`config.mk`:
```
export PLATFORM = sky130hd
export DESIGN_NAME = binary_threshold_recurrent_net_step_core
export DESIGN_NICKNAME = d
export VERILOG_FILES = /design/src/rtl/btrn_pkg.sv /design/src/rtl/btrn_front.sv /design/src/rtl/btrn_back.sv /design/src/rtl/binary_threshold_recurrent_net_step_core.sv
export SDC_FILE = /design/constraint.sdc
export NUM_CORES = 2
export LEC_CHECK = 0
export ABC_AREA = 1
export BUFFER_PORTS_ARGS = -buffer_cell sky130_fd_sc_hd__buf_2
export CAP_MARGIN = 20
export CORE_ASPECT_RATIO = 1.4
export CORE_UTILIZATION = 45
export CTS_BUF_LIST = sky130_fd_sc_hd__clkbuf_4 sky130_fd_sc_hd__clkbuf_8
export DETAILED_ROUTE_END_ITERATION = 8
export HOLD_SLACK_MARGIN = 0.15
export PLACE_DENSITY = 0.58
export SYNTH_ARGS = -nofsm -noshare
export SYNTH_HDL_FRONTEND = slang
export SYNTH_HIERARCHICAL = 1
export SYNTH_SLANG_ARGS = --single-unit
```
`constraint.sdc`:
```
create_clock -name clk -period 19 [get_ports clk]
set_input_delay 0 -clock clk [delete_from_list [all_inputs] [get_ports clk]]
set_output_delay 0 -clock clk [all_outputs]
set_load 0.05 [all_outputs]
```
`src/rtl/btrn_pkg.sv`:
```
`default_nettype none
// ----------------------------------------------------------------------------
// btrn_pkg
// Shared types and constants for the binary threshold recurrent network core.
// ----------------------------------------------------------------------------
package btrn_pkg;

  localparam int DEF_NUM_INPUTS  = 4;
  localparam int DEF_NUM_HIDDEN  = 8;
  localparam int DEF_NUM_OUTPUTS = 4;

  localparam int CMD_W   = 3;
  localparam int IDX_W   = 4;
  localparam int VAL_W   = 16;
  localparam int ACC_W   = 40;
  localparam int OUT_W   = 4;
  localparam int HID_W   = 8;

  // Command codes.
  typedef enum logic [CMD_W-1:0] {
    CMD_I2H  = 3'd0,
    CMD_H2H  = 3'd1,
    CMD_H2O  = 3'd2,
    CMD_HTH  = 3'd3,
    CMD_OTH  = 3'd4,
    CMD_INP  = 3'd5,
    CMD_HBIT = 3'd6,
    CMD_STEP = 3'd7
  } cmd_t;

  // A classified command as it travels from the front to the back.
  typedef struct packed {
    cmd_t                    cmd;
    logic [IDX_W-1:0]        row;
    logic [IDX_W-1:0]        col;
    logic signed [VAL_W-1:0] value;
    logic                    bad;
  } item_t;

endpackage
`default_nettype wire

```
`src/rtl/btrn_front.sv`:
```
`default_nettype none
// ----------------------------------------------------------------------------
// btrn_front
// Accepts commands, checks their indexes and places them in a short queue.
// ----------------------------------------------------------------------------
module btrn_front #(
  parameter int NUM_INPUTS  = btrn_pkg::DEF_NUM_INPUTS,
  parameter int NUM_HIDDEN  = btrn_pkg::DEF_NUM_HIDDEN,
  parameter int NUM_OUTPUTS = btrn_pkg::DEF_NUM_OUTPUTS
) (
  input  wire logic                              clk,
  input  wire logic                              rst,
  input  wire logic                              in_valid,
  output logic                                   in_ready,
  input  wire logic [btrn_pkg::CMD_W-1:0]        cmd,
  input  wire logic [btrn_pkg::IDX_W-1:0]        row_index,
  input  wire logic [btrn_pkg::IDX_W-1:0]        col_index,
  input  wire logic signed [btrn_pkg::VAL_W-1:0] value,
  output logic                                   q_valid,
  input  wire logic                              q_ready,
  output btrn_pkg::item_t                        q_item
);
  import btrn_pkg::*;

  localparam int DEPTH = 2;

  item_t      buf_q [DEPTH];
  logic       wr_ptr, rd_ptr;
  logic [1:0] count;
  item_t      cls;
  logic       push, pop;
  logic [4:0] row_x, col_x;

  // Classify the incoming command by its index range.
  always_comb begin
    row_x     = {1'b0, row_index};
    col_x     = {1'b0, col_index};
    cls.cmd   = cmd_t'(cmd);
    cls.row   = row_index;
    cls.col   = col_index;
    cls.value = value;
    case (cmd_t'(cmd))
      CMD_I2H: cls.bad = (row_x >= 5'(NUM_INPUTS)) || (col_x >= 5'(NUM_HIDDEN));
      CMD_H2H: cls.bad = (row_x >= 5'(NUM_HIDDEN)) || (col_x >= 5'(NUM_HIDDEN));
      CMD_H2O: cls.bad = (row_x >= 5'(NUM_HIDDEN)) || (col_x >= 5'(NUM_OUTPUTS));
      CMD_HTH, CMD_HBIT: cls.bad = row_x >= 5'(NUM_HIDDEN);
      CMD_OTH: cls.bad = row_x >= 5'(NUM_OUTPUTS);
      CMD_INP: cls.bad = row_x >= 5'(NUM_INPUTS);
      default: cls.bad = 1'b0;
    endcase
  end

  assign in_ready = (count != 2'(DEPTH));
  assign q_valid  = (count != 2'd0);
  assign q_item   = buf_q[rd_ptr];
  assign push     = in_valid && in_ready;
  assign pop      = q_valid && q_ready;

  // Two-entry queue.
  always_ff @(posedge clk) begin
    if (push) begin
      buf_q[wr_ptr] <= cls;
    end
    if (rst) begin
      wr_ptr <= 1'b0;
      rd_ptr <= 1'b0;
      count  <= 2'd0;
    end else begin
      if (push) begin
        wr_ptr <= ~wr_ptr;
      end
      if (pop) begin
        rd_ptr <= ~rd_ptr;
      end
      count <= count + 2'(push) - 2'(pop);
    end
  end

endmodule
`default_nettype wire

```
`src/rtl/btrn_back.sv`:
```
`default_nettype none
// ----------------------------------------------------------------------------
// btrn_back
// Executes commands: writes stores and runs the step with one shared
// multiply-accumulate unit, then holds the result in an output register.
// ----------------------------------------------------------------------------
module btrn_back #(
  parameter int NUM_INPUTS  = btrn_pkg::DEF_NUM_INPUTS,
  parameter int NUM_HIDDEN  = btrn_pkg::DEF_NUM_HIDDEN,
  parameter int NUM_OUTPUTS = btrn_pkg::DEF_NUM_OUTPUTS
) (
  input  wire logic                      clk,
  input  wire logic                      rst,
  input  wire logic                      q_valid,
  output logic                           q_ready,
  input  wire btrn_pkg::item_t           q_item,
  output logic                           out_valid,
  input  wire logic                      out_ready,
  output logic [btrn_pkg::OUT_W-1:0]     output_bits,
  output logic [btrn_pkg::HID_W-1:0]     hidden_bits,
  output logic                           status
);
  import btrn_pkg::*;

  localparam int NI = NUM_INPUTS;
  localparam int NH = NUM_HIDDEN;
  localparam int NO = NUM_OUTPUTS;
  localparam int IW = (NI > 1) ? $clog2(NI) : 1;
  localparam int HW = (NH > 1) ? $clog2(NH) : 1;
  localparam int OW = (NO > 1) ? $clog2(NO) : 1;
  localparam int JW = (NH > NI) ? HW : IW;
  localparam int NW = (HW > OW) ? HW : OW;

  typedef enum logic [4:0] {
    S_IDLE = 5'b00001,
    S_OUT  = 5'b00010,
    S_IN   = 5'b00100,
    S_HID  = 5'b01000,
    S_DONE = 5'b10000
  } state_t;

  // Stores; the weight memories are read at one address per cycle.
  logic signed [VAL_W-1:0] mem_i2h [NI*NH];
  logic signed [VAL_W-1:0] mem_h2h [NH*NH];
  logic signed [VAL_W-1:0] mem_h2o [NH*NO];
  logic signed [VAL_W-1:0] hid_th  [NH];
  logic signed [VAL_W-1:0] out_th  [NO];
  logic signed [VAL_W-1:0] inp     [NI];
  logic [NH-1:0]           hid_st, old_hid, new_hid;
  logic [NO-1:0]           out_st, new_out;

  state_t                  state;
  logic [NW-1:0]           node;
  logic [JW-1:0]           j;
  logic                    rd_vld, rd_last, rd_bit;
  logic signed [VAL_W-1:0] rd_w, rd_x;
  logic signed [ACC_W-1:0] acc;
  logic signed [ACC_W-1:0] term;
  logic                    rd_en, last_j;
  logic [HW+OW-1:0]        a_h2o;
  logic [IW+HW-1:0]        a_i2h;
  logic [2*HW-1:0]         a_h2h;
  logic                    fin_vld;

  // Node identity delayed to line up with the registered read.
  logic [NW-1:0]           node_d;
  logic                    out_d;
  logic signed [ACC_W-1:0] th_d;

  // Node decisions, registered when a node's sum is complete.
  logic [NW-1:0]           dec_node;
  logic                    dec_out;
  logic signed [ACC_W-1:0] dec_th;

  assign q_ready = (state == S_IDLE) && !out_valid;

  always_comb begin
    a_h2o  = (HW+OW)'(j) * (HW+OW)'(NO) + (HW+OW)'(node);
    a_i2h  = (IW+HW)'(j) * (IW+HW)'(NH) + (IW+HW)'(node);
    a_h2h  = (2*HW)'(j) * (2*HW)'(NH) + (2*HW)'(node);
    case (state)
      S_OUT: last_j = (32'(j) == NH - 1);
      S_IN:  last_j = (32'(j) == NI - 1);
      S_HID: last_j = (32'(j) == NH - 1);
      default: last_j = 1'b0;
    endcase
    rd_en = (state == S_OUT) || (state == S_IN) || (state == S_HID);
  end

  // Term formed from the registered read; hidden terms scaled by 256.
  always_comb begin
    term = '0;
    if (rd_vld) begin
      if (rd_bit) begin
        term = ACC_W'(rd_x) * ACC_W'(rd_w);
      end
    end
  end

  // Store writes, the read pipeline and the step sequencer.
  always_ff @(posedge clk) begin
    if (q_valid && q_ready && !q_item.bad) begin
      case (q_item.cmd)
        CMD_I2H: mem_i2h[(IW+HW)'(q_item.row[IW-1:0]) * (IW+HW)'(NH)
                         + (IW+HW)'(q_item.col[HW-1:0])] <= q_item.value;
        CMD_H2H: mem_h2h[(2*HW)'(q_item.row[HW-1:0]) * (2*HW)'(NH)
                         + (2*HW)'(q_item.col[HW-1:0])] <= q_item.value;
        CMD_H2O: mem_h2o[(HW+OW)'(q_item.row[HW-1:0]) * (HW+OW)'(NO)
                         + (HW+OW)'(q_item.col[OW-1:0])] <= q_item.value;
        CMD_HTH: hid_th[q_item.row[HW-1:0]] <= q_item.value;
        CMD_OTH: out_th[q_item.row[OW-1:0]] <= q_item.value;
        default: ;
      endcase
    end
    case (state)
      S_OUT: begin
        rd_w <= mem_h2o[a_h2o];
        rd_x <= VAL_W'(1);
        rd_bit <= old_hid[j[HW-1:0]];
      end
      S_IN: begin
        rd_w <= mem_i2h[a_i2h];
        rd_x <= inp[j[IW-1:0]];
        rd_bit <= 1'b1;
      end
      default: begin
        rd_w <= mem_h2h[a_h2h];
        rd_x <= VAL_W'(256);
        rd_bit <= old_hid[j[HW-1:0]];
      end
    endcase
    if (rst) begin
      state     <= S_IDLE;
      hid_st    <= '1;
      out_st    <= '1;
      out_valid <= 1'b0;
      rd_vld    <= 1'b0;
      rd_last   <= 1'b0;
      fin_vld   <= 1'b0;
      for (int k = 0; k < NI; k++) begin
        inp[k] <= '0;
      end
    end else begin
      rd_vld  <= rd_en;
      rd_last <= rd_en && last_j && !(state == S_IN);
      fin_vld <= 1'b0;
      if (out_valid && out_ready) begin
        out_valid <= 1'b0;
      end
      case (state)
        S_IDLE: begin
          if (q_valid && q_ready) begin
            status <= q_item.bad;
            if (q_item.cmd == CMD_STEP) begin
              state   <= S_OUT;
              old_hid <= hid_st;
              node    <= '0;
              j       <= '0;
              acc     <= '0;
            end else begin
              if (!q_item.bad && q_item.cmd == CMD_INP) begin
                inp[q_item.row[IW-1:0]] <= q_item.value;
              end
              if (!q_item.bad && q_item.cmd == CMD_HBIT) begin
                hid_st[q_item.row[HW-1:0]] <= q_item.value[0];
              end
              out_valid <= 1'b1;
            end
          end
        end
        S_OUT, S_IN, S_HID: begin
          j <= last_j ? '0 : j + 1'b1;
          if (last_j) begin
            if (state == S_OUT) begin
              if (32'(node) == NO - 1) begin
                state <= S_IN;
                node  <= '0;
              end else begin
                node <= node + 1'b1;
              end
            end else if (state == S_IN) begin
              state <= S_HID;
            end else begin
              state <= S_IN;
              if (32'(node) == NH - 1) begin
                state <= S_DONE;
              end else begin
                node <= node + 1'b1;
              end
            end
          end
        end
        S_DONE: begin
          if (!rd_vld && !fin_vld) begin
            hid_st    <= new_hid;
            out_st    <= new_out;
            state     <= S_IDLE;
            out_valid <= 1'b1;
          end
        end
        default: state <= S_IDLE;
      endcase
      // Accumulate; at the end of a node, compare and clear.
      if (rd_vld) begin
        if (rd_last) begin
          fin_vld <= 1'b1;
          acc     <= (fin_vld ? '0 : acc) + term;
        end else if (fin_vld) begin
          acc <= term;
        end else begin
          acc <= acc + term;
        end
      end else if (fin_vld) begin
        acc <= '0;
      end
    end
  end

  // Capture the node identity with its last term, decide in the following cycle.
  always_ff @(posedge clk) begin
    if (rd_last) begin
      dec_node <= node_d;
      dec_out  <= out_d;
      dec_th   <= th_d;
    end
    if (fin_vld) begin
      if (dec_out) begin
        new_out[dec_node[OW-1:0]] <= (acc > dec_th);
      end else begin
        new_hid[dec_node[HW-1:0]] <= (acc > dec_th);
      end
    end
  end

  always_ff @(posedge clk) begin
    node_d <= node;
    out_d  <= (state == S_OUT);
    th_d   <= (state == S_OUT) ? ACC_W'(out_th[node[OW-1:0]])
                               : ACC_W'(hid_th[node[HW-1:0]]) <<< 8;
  end

  assign output_bits = OUT_W'(out_st);
  assign hidden_bits = HID_W'(hid_st);

endmodule
`default_nettype wire

```
`src/rtl/binary_threshold_recurrent_net_step_core.sv`:
```
`default_nettype none
// ----------------------------------------------------------------------------
// binary_threshold_recurrent_net_step_core
// Command-driven binary threshold recurrent network.
// ----------------------------------------------------------------------------
// Every command gives one result transaction. The back end takes a write
// command from the two-entry queue when it is idle with no result waiting,
// and offers its result in the cycle after it takes it. A step command
// walks every weight once through one shared multiply-accumulate unit, one
// weight per cycle, then drains the read pipeline before it offers its
// result. The back end takes no command while a result waits, so commands
// run one at a time; the queue holds up to two more commands meanwhile.
module binary_threshold_recurrent_net_step_core #(
  parameter int NUM_INPUTS  = btrn_pkg::DEF_NUM_INPUTS,
  parameter int NUM_HIDDEN  = btrn_pkg::DEF_NUM_HIDDEN,
  parameter int NUM_OUTPUTS = btrn_pkg::DEF_NUM_OUTPUTS
) (
  input  wire logic                              clk,
  input  wire logic                              rst,
  input  wire logic                              in_valid,
  output logic                                   in_ready,
  input  wire logic [btrn_pkg::CMD_W-1:0]        cmd,
  input  wire logic [btrn_pkg::IDX_W-1:0]        row_index,
  input  wire logic [btrn_pkg::IDX_W-1:0]        col_index,
  input  wire logic signed [btrn_pkg::VAL_W-1:0] value,
  output logic                                   out_valid,
  input  wire logic                              out_ready,
  output logic [btrn_pkg::OUT_W-1:0]             output_bits,
  output logic [btrn_pkg::HID_W-1:0]             hidden_bits,
  output logic                                   status
);
  import btrn_pkg::*;

  item_t q_item;
  logic  q_valid, q_ready;

  btrn_front #(.NUM_INPUTS(NUM_INPUTS), .NUM_HIDDEN(NUM_HIDDEN),
               .NUM_OUTPUTS(NUM_OUTPUTS)) u_front (
    .clk, .rst, .in_valid, .in_ready, .cmd, .row_index, .col_index, .value,
    .q_valid, .q_ready, .q_item
  );

  btrn_back #(.NUM_INPUTS(NUM_INPUTS), .NUM_HIDDEN(NUM_HIDDEN),
              .NUM_OUTPUTS(NUM_OUTPUTS)) u_back (
    .clk, .rst, .q_valid, .q_ready, .q_item, .out_valid, .out_ready,
    .output_bits, .hidden_bits, .status
  );

  // The back takes no command while a result waits.
  a_no_take: assert property (@(posedge clk) disable iff (rst)
    out_valid |-> !q_ready) else $error("command taken while result pending");

  // A step always reports status zero.
  a_step_ok: assert property (@(posedge clk) disable iff (rst)
    (q_valid && q_ready && q_item.cmd == CMD_STEP) |=> !status)
    else $error("step reported error status");

endmodule
`default_nettype wire

```
# Yosys cells after proc, flatten, opt, wreduce, memory -nomap -nowiden
# Memories as Yosys holds them, arrays and structs flattened. A register that Yosys moved wholly into a read port is not among the register bits.
# Cells that the tools add are included.
# W data, S select, Z words.
[word_totals]
input_bits = 31
n_memories = 7
out_inout_bits = 15
ff_bits = 213
mem_bits_rw = 2360
word_cells = 232
[memory_table]
columns = ["name", "depth", "width", "rd", "rd_ports_with_merged_regs", "write_ports", "line_no", "rtl"]
rows = [
  ["u_back.mem_h2h", 64, 16, 1, 0, 1, "btrn_back.sv:44", "logic signed [VAL_W-1:0] mem_h2h [NH*NH];"],
  ["u_back.mem_h2o", 32, 16, 1, 0, 1, "btrn_back.sv:45", "logic signed [VAL_W-1:0] mem_h2o [NH*NO];"],
  ["u_back.mem_i2h", 32, 16, 1, 0, 1, "btrn_back.sv:43", "logic signed [VAL_W-1:0] mem_i2h [NI*NH];"],
  ["u_back.hid_th", 8, 16, 1, 1, 1, "btrn_back.sv:46", "logic signed [VAL_W-1:0] hid_th [NH];"],
  ["u_back.inp", 4, 16, 1, 1, 4, "btrn_back.sv:48", "logic signed [VAL_W-1:0] inp [NI];"],
  ["u_back.out_th", 4, 16, 1, 1, 1, "btrn_back.sv:47", "logic signed [VAL_W-1:0] out_th [NO];"],
  ["+1 memories", "--", "--", "--", "--", "--", "--", ""],
]
[op_classes]
n_mux = 89
eq_ne = 32
mul = 1
reduce_logical = 47
bitwise_logic = 5
add_sub_neg = 12
order_cmp = 12
[op_table]
columns = ["cell", "count"]
rows = [
  ["$mux W40", 11],
  ["$add A40 B40 Y40", 2],
  ["$pmux W16 S2", 2],
  ["$gt A40 B40 Y1", 1],
  ["$mux W5", 8],
  ["$mux W1", 37],
  ["$mul A16 B16 Y32", 1],
  ["$mux W8", 4],
  ["$eq A3 B3 Y1 const B", 9],
  ["$mux W3", 9],
  ["$eq A3 B2 Y1 const B", 6],
  ["$bwmux W8", 2],
  ["$mux W16", 1],
  ["$pmux W8 S2", 1],
  ["$reduce_or A16 Y1", 1],
  ["$add A5 B3 Y5", 3],
  ["$pmux W5 S3", 1],
  ["$logic_and A1 B1 Y1", 13],
  ["$add A6 B3 Y6", 2],
  ["$lt A3 B4 Y1 const B", 3],
  ["$pmux W3 S2", 2],
  ["$reduce_and A4 Y1", 3],
  ["$ne A2 B2 Y1 const B", 5],
  ["$reduce_and A5 Y1", 2],
  ["other kinds (36)", 69],
]

# Depth between registers and ports, before layout
[depth]
word_depth = 10
ltp_mapped = 45
depth_no_buf = 43

# Cells and area by module
# The synthesis kept the hierarchy.
[by_module_without_submodules]
columns = ["module", "area_each_um2", "n_inst", "cells_each"]
rows = [
  ["btrn_back", 114989.0, 1, 10325],
  ["btrn_front", 2426.1, 1, 138],
]

# Worst setup path after synthesis
# No wires, ideal clock.
[synth_path]
path_type = "register to register"
from = "register u_back.rd_w[5]"
to = "register u_back.acc[39] (data pin)"
period_less_slack_ps = 7558
arrival_time_ps = 7302
path_stages_with_launch = 36
n_path_buf = 2
setup_ps = 256
slack_ps = 11442
cell_sequence = "dfxtp_1 -> clkbuf_1 -> clkbuf_1 -> nand2_1 -> fa_1 -> inv_1 -> fa_1 -> fa_1 -> inv_1 -> fa_1 -> inv_1 -> fa_1 -> inv_1 -> fa_1 -> inv_1 -> ha_1 -> nand2_1 -> nor2_1 -> nor3b_1 -> nand2_1 -> inv_1 -> nor2_1 -> nand2_1 -> nand2_1 -> nor2_1 -> ha_1 -> a21oi_1 -> o21ai_0 -> nand2_1 -> nand2_1 -> a21oi_1 -> nand3_1 -> nand2_1 -> nand3_1 -> a21oi_1 -> nor2_1"
[synth_via]
elab_chain_cells = 7
word_cells_on_any_way = 8
cone_classes = "add/sub (2); mul (1); mux (5)"
[synth_rtl]
columns = ["element", "line_no", "rtl"]
rows = [
  ["start, declared", "btrn_back.sv:56", "logic signed [VAL_W-1:0] rd_w, rd_x;"],
  ["start signal, assigned", "btrn_back.sv:117", "rd_w <= mem_h2o[a_h2o];"],
  ["start signal, assigned", "btrn_back.sv:122", "rd_w <= mem_i2h[a_i2h];"],
  ["start signal, assigned", "btrn_back.sv:127", "rd_w <= mem_h2h[a_h2h];"],
  ["$mul A16 B16 Y32 (*)", "btrn_back.sv:95", "term = ACC_W'(rd_x) * ACC_W'(rd_w);"],
  ["$mux W40 (*)", "btrn_back.sv:94", "if (rd_bit) begin"],
  ["$mux W40 (*)", "btrn_back.sv:93", "if (rd_vld) begin"],
  ["$add A40 B40 Y40", "btrn_back.sv:211", "acc <= acc + term;"],
  ["$mux W40", "btrn_back.sv:208", "end else if (fin_vld) begin"],
  ["$mux W40 (*)", "btrn_back.sv:205", "if (rd_last) begin"],
  ["$mux W40 (*)", "btrn_back.sv:204", "if (rd_vld) begin"],
  ["end signal, assigned", "btrn_back.sv:207", "acc <= (fin_vld ? '0 : acc) + term;"],
  ["end signal, assigned", "btrn_back.sv:209", "acc <= term;"],
  ["end signal, assigned", "btrn_back.sv:211", ""],
  ["end, declared", "btrn_back.sv:57", "logic signed [ACC_W-1:0] acc;"],
]
# Every way passes the cells marked *; elsewhere a longest branch is shown, timed or not.
# A chain may end at the register's enable or synchronous reset.

# Worst setup path after layout
[layout_path]
from = "register u_back.rd_x[15]"
to = "register u_back.acc[29] (data pin)"
[layout_via]
elab_chain_cells = 7
word_cells_on_any_way = 8
cone_classes = "add/sub (2); mul (1); mux (5)"
[layout_rtl]
columns = ["element", "line_no", "rtl"]
rows = [
  ["start, declared", "btrn_back.sv:56", ""],
  ["start signal, assigned", "btrn_back.sv:123", "rd_x <= inp[j[IW-1:0]];"],
  ["$mul A16 B16 Y32 (*)", "btrn_back.sv:95", ""],
  ["$mux W40 (*)", "btrn_back.sv:94", ""],
  ["$mux W40 (*)", "btrn_back.sv:93", ""],
  ["$add A40 B40 Y40", "btrn_back.sv:211", ""],
  ["$mux W40", "btrn_back.sv:208", ""],
  ["$mux W40 (*)", "btrn_back.sv:205", ""],
  ["$mux W40 (*)", "btrn_back.sv:204", ""],
]
# Marks and branches as above.

==> run metrics <==
Final min period=8800 ps; Setup WS pre-CTS=10,260 ps; Via-to-Cell Ratio=5.74; PwrDens=125 mW/mm^2; FF+latch area=0.0754 sq mm; starting DRC count in detailed routing=7,805; first-pass GRT wire length=535,000 microns; Clock Skew=85.7 ps; Post-CTS Repair Setup Buffers=0; RD Place Congestion=0.924; CTS sink cnt=2,543; clock-pin slew on the worst setup and hold paths=60 ps; root buf cell=clkbuf_8; HP Start=in_valid; Num CTS Buffers=385; DIE AREA=0.263 sq mm; Critical Path Start=u_back/rd_x[15]; IO Pins=46; Max Slew Vio Count=0; Cell Count, Final, Fillers Out=14,400; Die H=606 microns; Worst setup EP type=flip-flop; via count=82,400; Final setup viols=0; number of fill cells=22,900; Worst setup SP type=flip-flop; detailed-route DRC error count=0; Crit Path Max Fanout=16; Worst VDD drop=101 uV; Reg-to-Reg Start=u_back/rd_x[15]; post-CTS sizing=0; commonest non-fill, non-tap cell in the layout=edfxtp_1; Placed Instances=13,600; Final WS setup=10,200 ps; Layout area overhead=10.6%; CP arrival=9500 ps; # nets final=11,100; synthesized area per cell=11.2 sq um; IO buf count=45; CTS H-tree depth=5; min-delay worst type=in2reg; final hold violation count=0; commonest cells after routing, fill and taps aside=edfxtp_1 (2,451), nor2_1 (1,825), o21ai_0 (1,472); placement row count=221; Pleak=47.5 nW; CTS tree=yes; Final Util=50.0%; vias in the first global route=80,800; critical path type=reg2reg; Core Box Area=0.259 sq mm; Final period util=46.3%; Worst EP required=19,700 ps; critical path's largest stage delay=930 ps; worst slew pin tran=1190 ps; Die X=433 microns; Mapped Area=0.117 sq mm; initial core utilization=45.3%; Slew HR=20.3%; Pre-Repair DR Iteration Count=6; footprint of the multi-input gates=0.0366 sq mm; status=finished clean; gr ovfl total=0; maximum clock rate=0.114 GHz; share of cells above drive strength 1=9.26%; Post-Route WL=366,000 microns; RSZ-0062 raised after global routing=false; clock latency on the worst-skew pair=1030 ps; post-route ant nets=0; total track usage=27.5%; drt wl/cell=25.5 microns; Post-Syn Nets=11,000; Post-DP HPWL=228,000 microns; initial antenna violation count=5; Max-Cap Viols=0; Critical-path top delay cell=fa_1; Syn Inst Count=10,500; r2r setup slk=10,200 ps; Yosys warnings=6; Setup TNS=0 ps; largest net degree at the start of global routing=150; clk buf depth=4; Design Area, Final=0.130 sq mm; Placed Area=0.122 sq mm
## sequential cells by signal, summed over array words and instances (netlist names), 40 cells and up, named ones only
register        cells
u_back/hid_th     128
u_back/mem_h2o    512
u_back/out_th      64
u_back/mem_i2h    512
u_back/mem_h2h   1024
u_back/acc         40
u_back/inp         64
u_front/buf_q      52
## cell type report
cell class,instances,share of cell area (%)
multi-input cells,6507,28.2
repair buffers,357,2.19
diodes,9,0.0174
clock buffers,526,4.99
flip-flops and latches,2543,58.2
well taps,3456,3.33
inverters,812,2.37
clock inverters,158,0.675
## worst paths after layout
check	to	cells after the start
max	u_back/acc[29]	28
max reg2reg	u_back/acc[29]	28
min	u_front/count[1]	7
min reg2reg	u_back/dec_th[12]	0
## per-stage QoR
stage               hold slack, ps  total power [mW]
floorplan                     71.2              9.92
global placement               187              11.8
detailed placement             195              11.9
CTS                            156              16.3
global route                   255              16.9
finish                         217              16.2
## report_power, final
group | leakage [nW] | internal (mW) | switching (mW)
Combinational | 20.7 | 1.23 | 3.62
Sequential | 22.9 | 6.78 | 0.159
Clock | 3.89 | 2.29 | 2.11
Total | 47.5 | 10.3 | 5.88
## per-layer routing
layer / vias up / share of wire [%] / wire length [microns] / global-route usage [%]
met4: 0 / 6.0 / 22100 / 15.1
met1: 41200 / 38 / 139000 / 34.0
met2: 3298 / 50 / 181000 / 46.8
li1: 37200 / - / - / -
met5: - / 0 / 0 / 0
met3: 753 / 6.4 / 23300 / 3.49
## worst max-delay path: cells and delay by family (launching register included)
kind,cells,cell delay [ps]
compound gates,2,820
buf+inv,4,400
flops,1,730
simple gates,14,2280
fa+ha+maj,8,4280
## timing repair
| item | 4_1_cts | 5_1_grt |
|---|---|---|
| hold endpoints to repair | 131 | 0 |
| hold buffers | 63 | 0 |
| setup endpoints to repair | 0 | 0 |
Power figures use the tool's default switching activity.
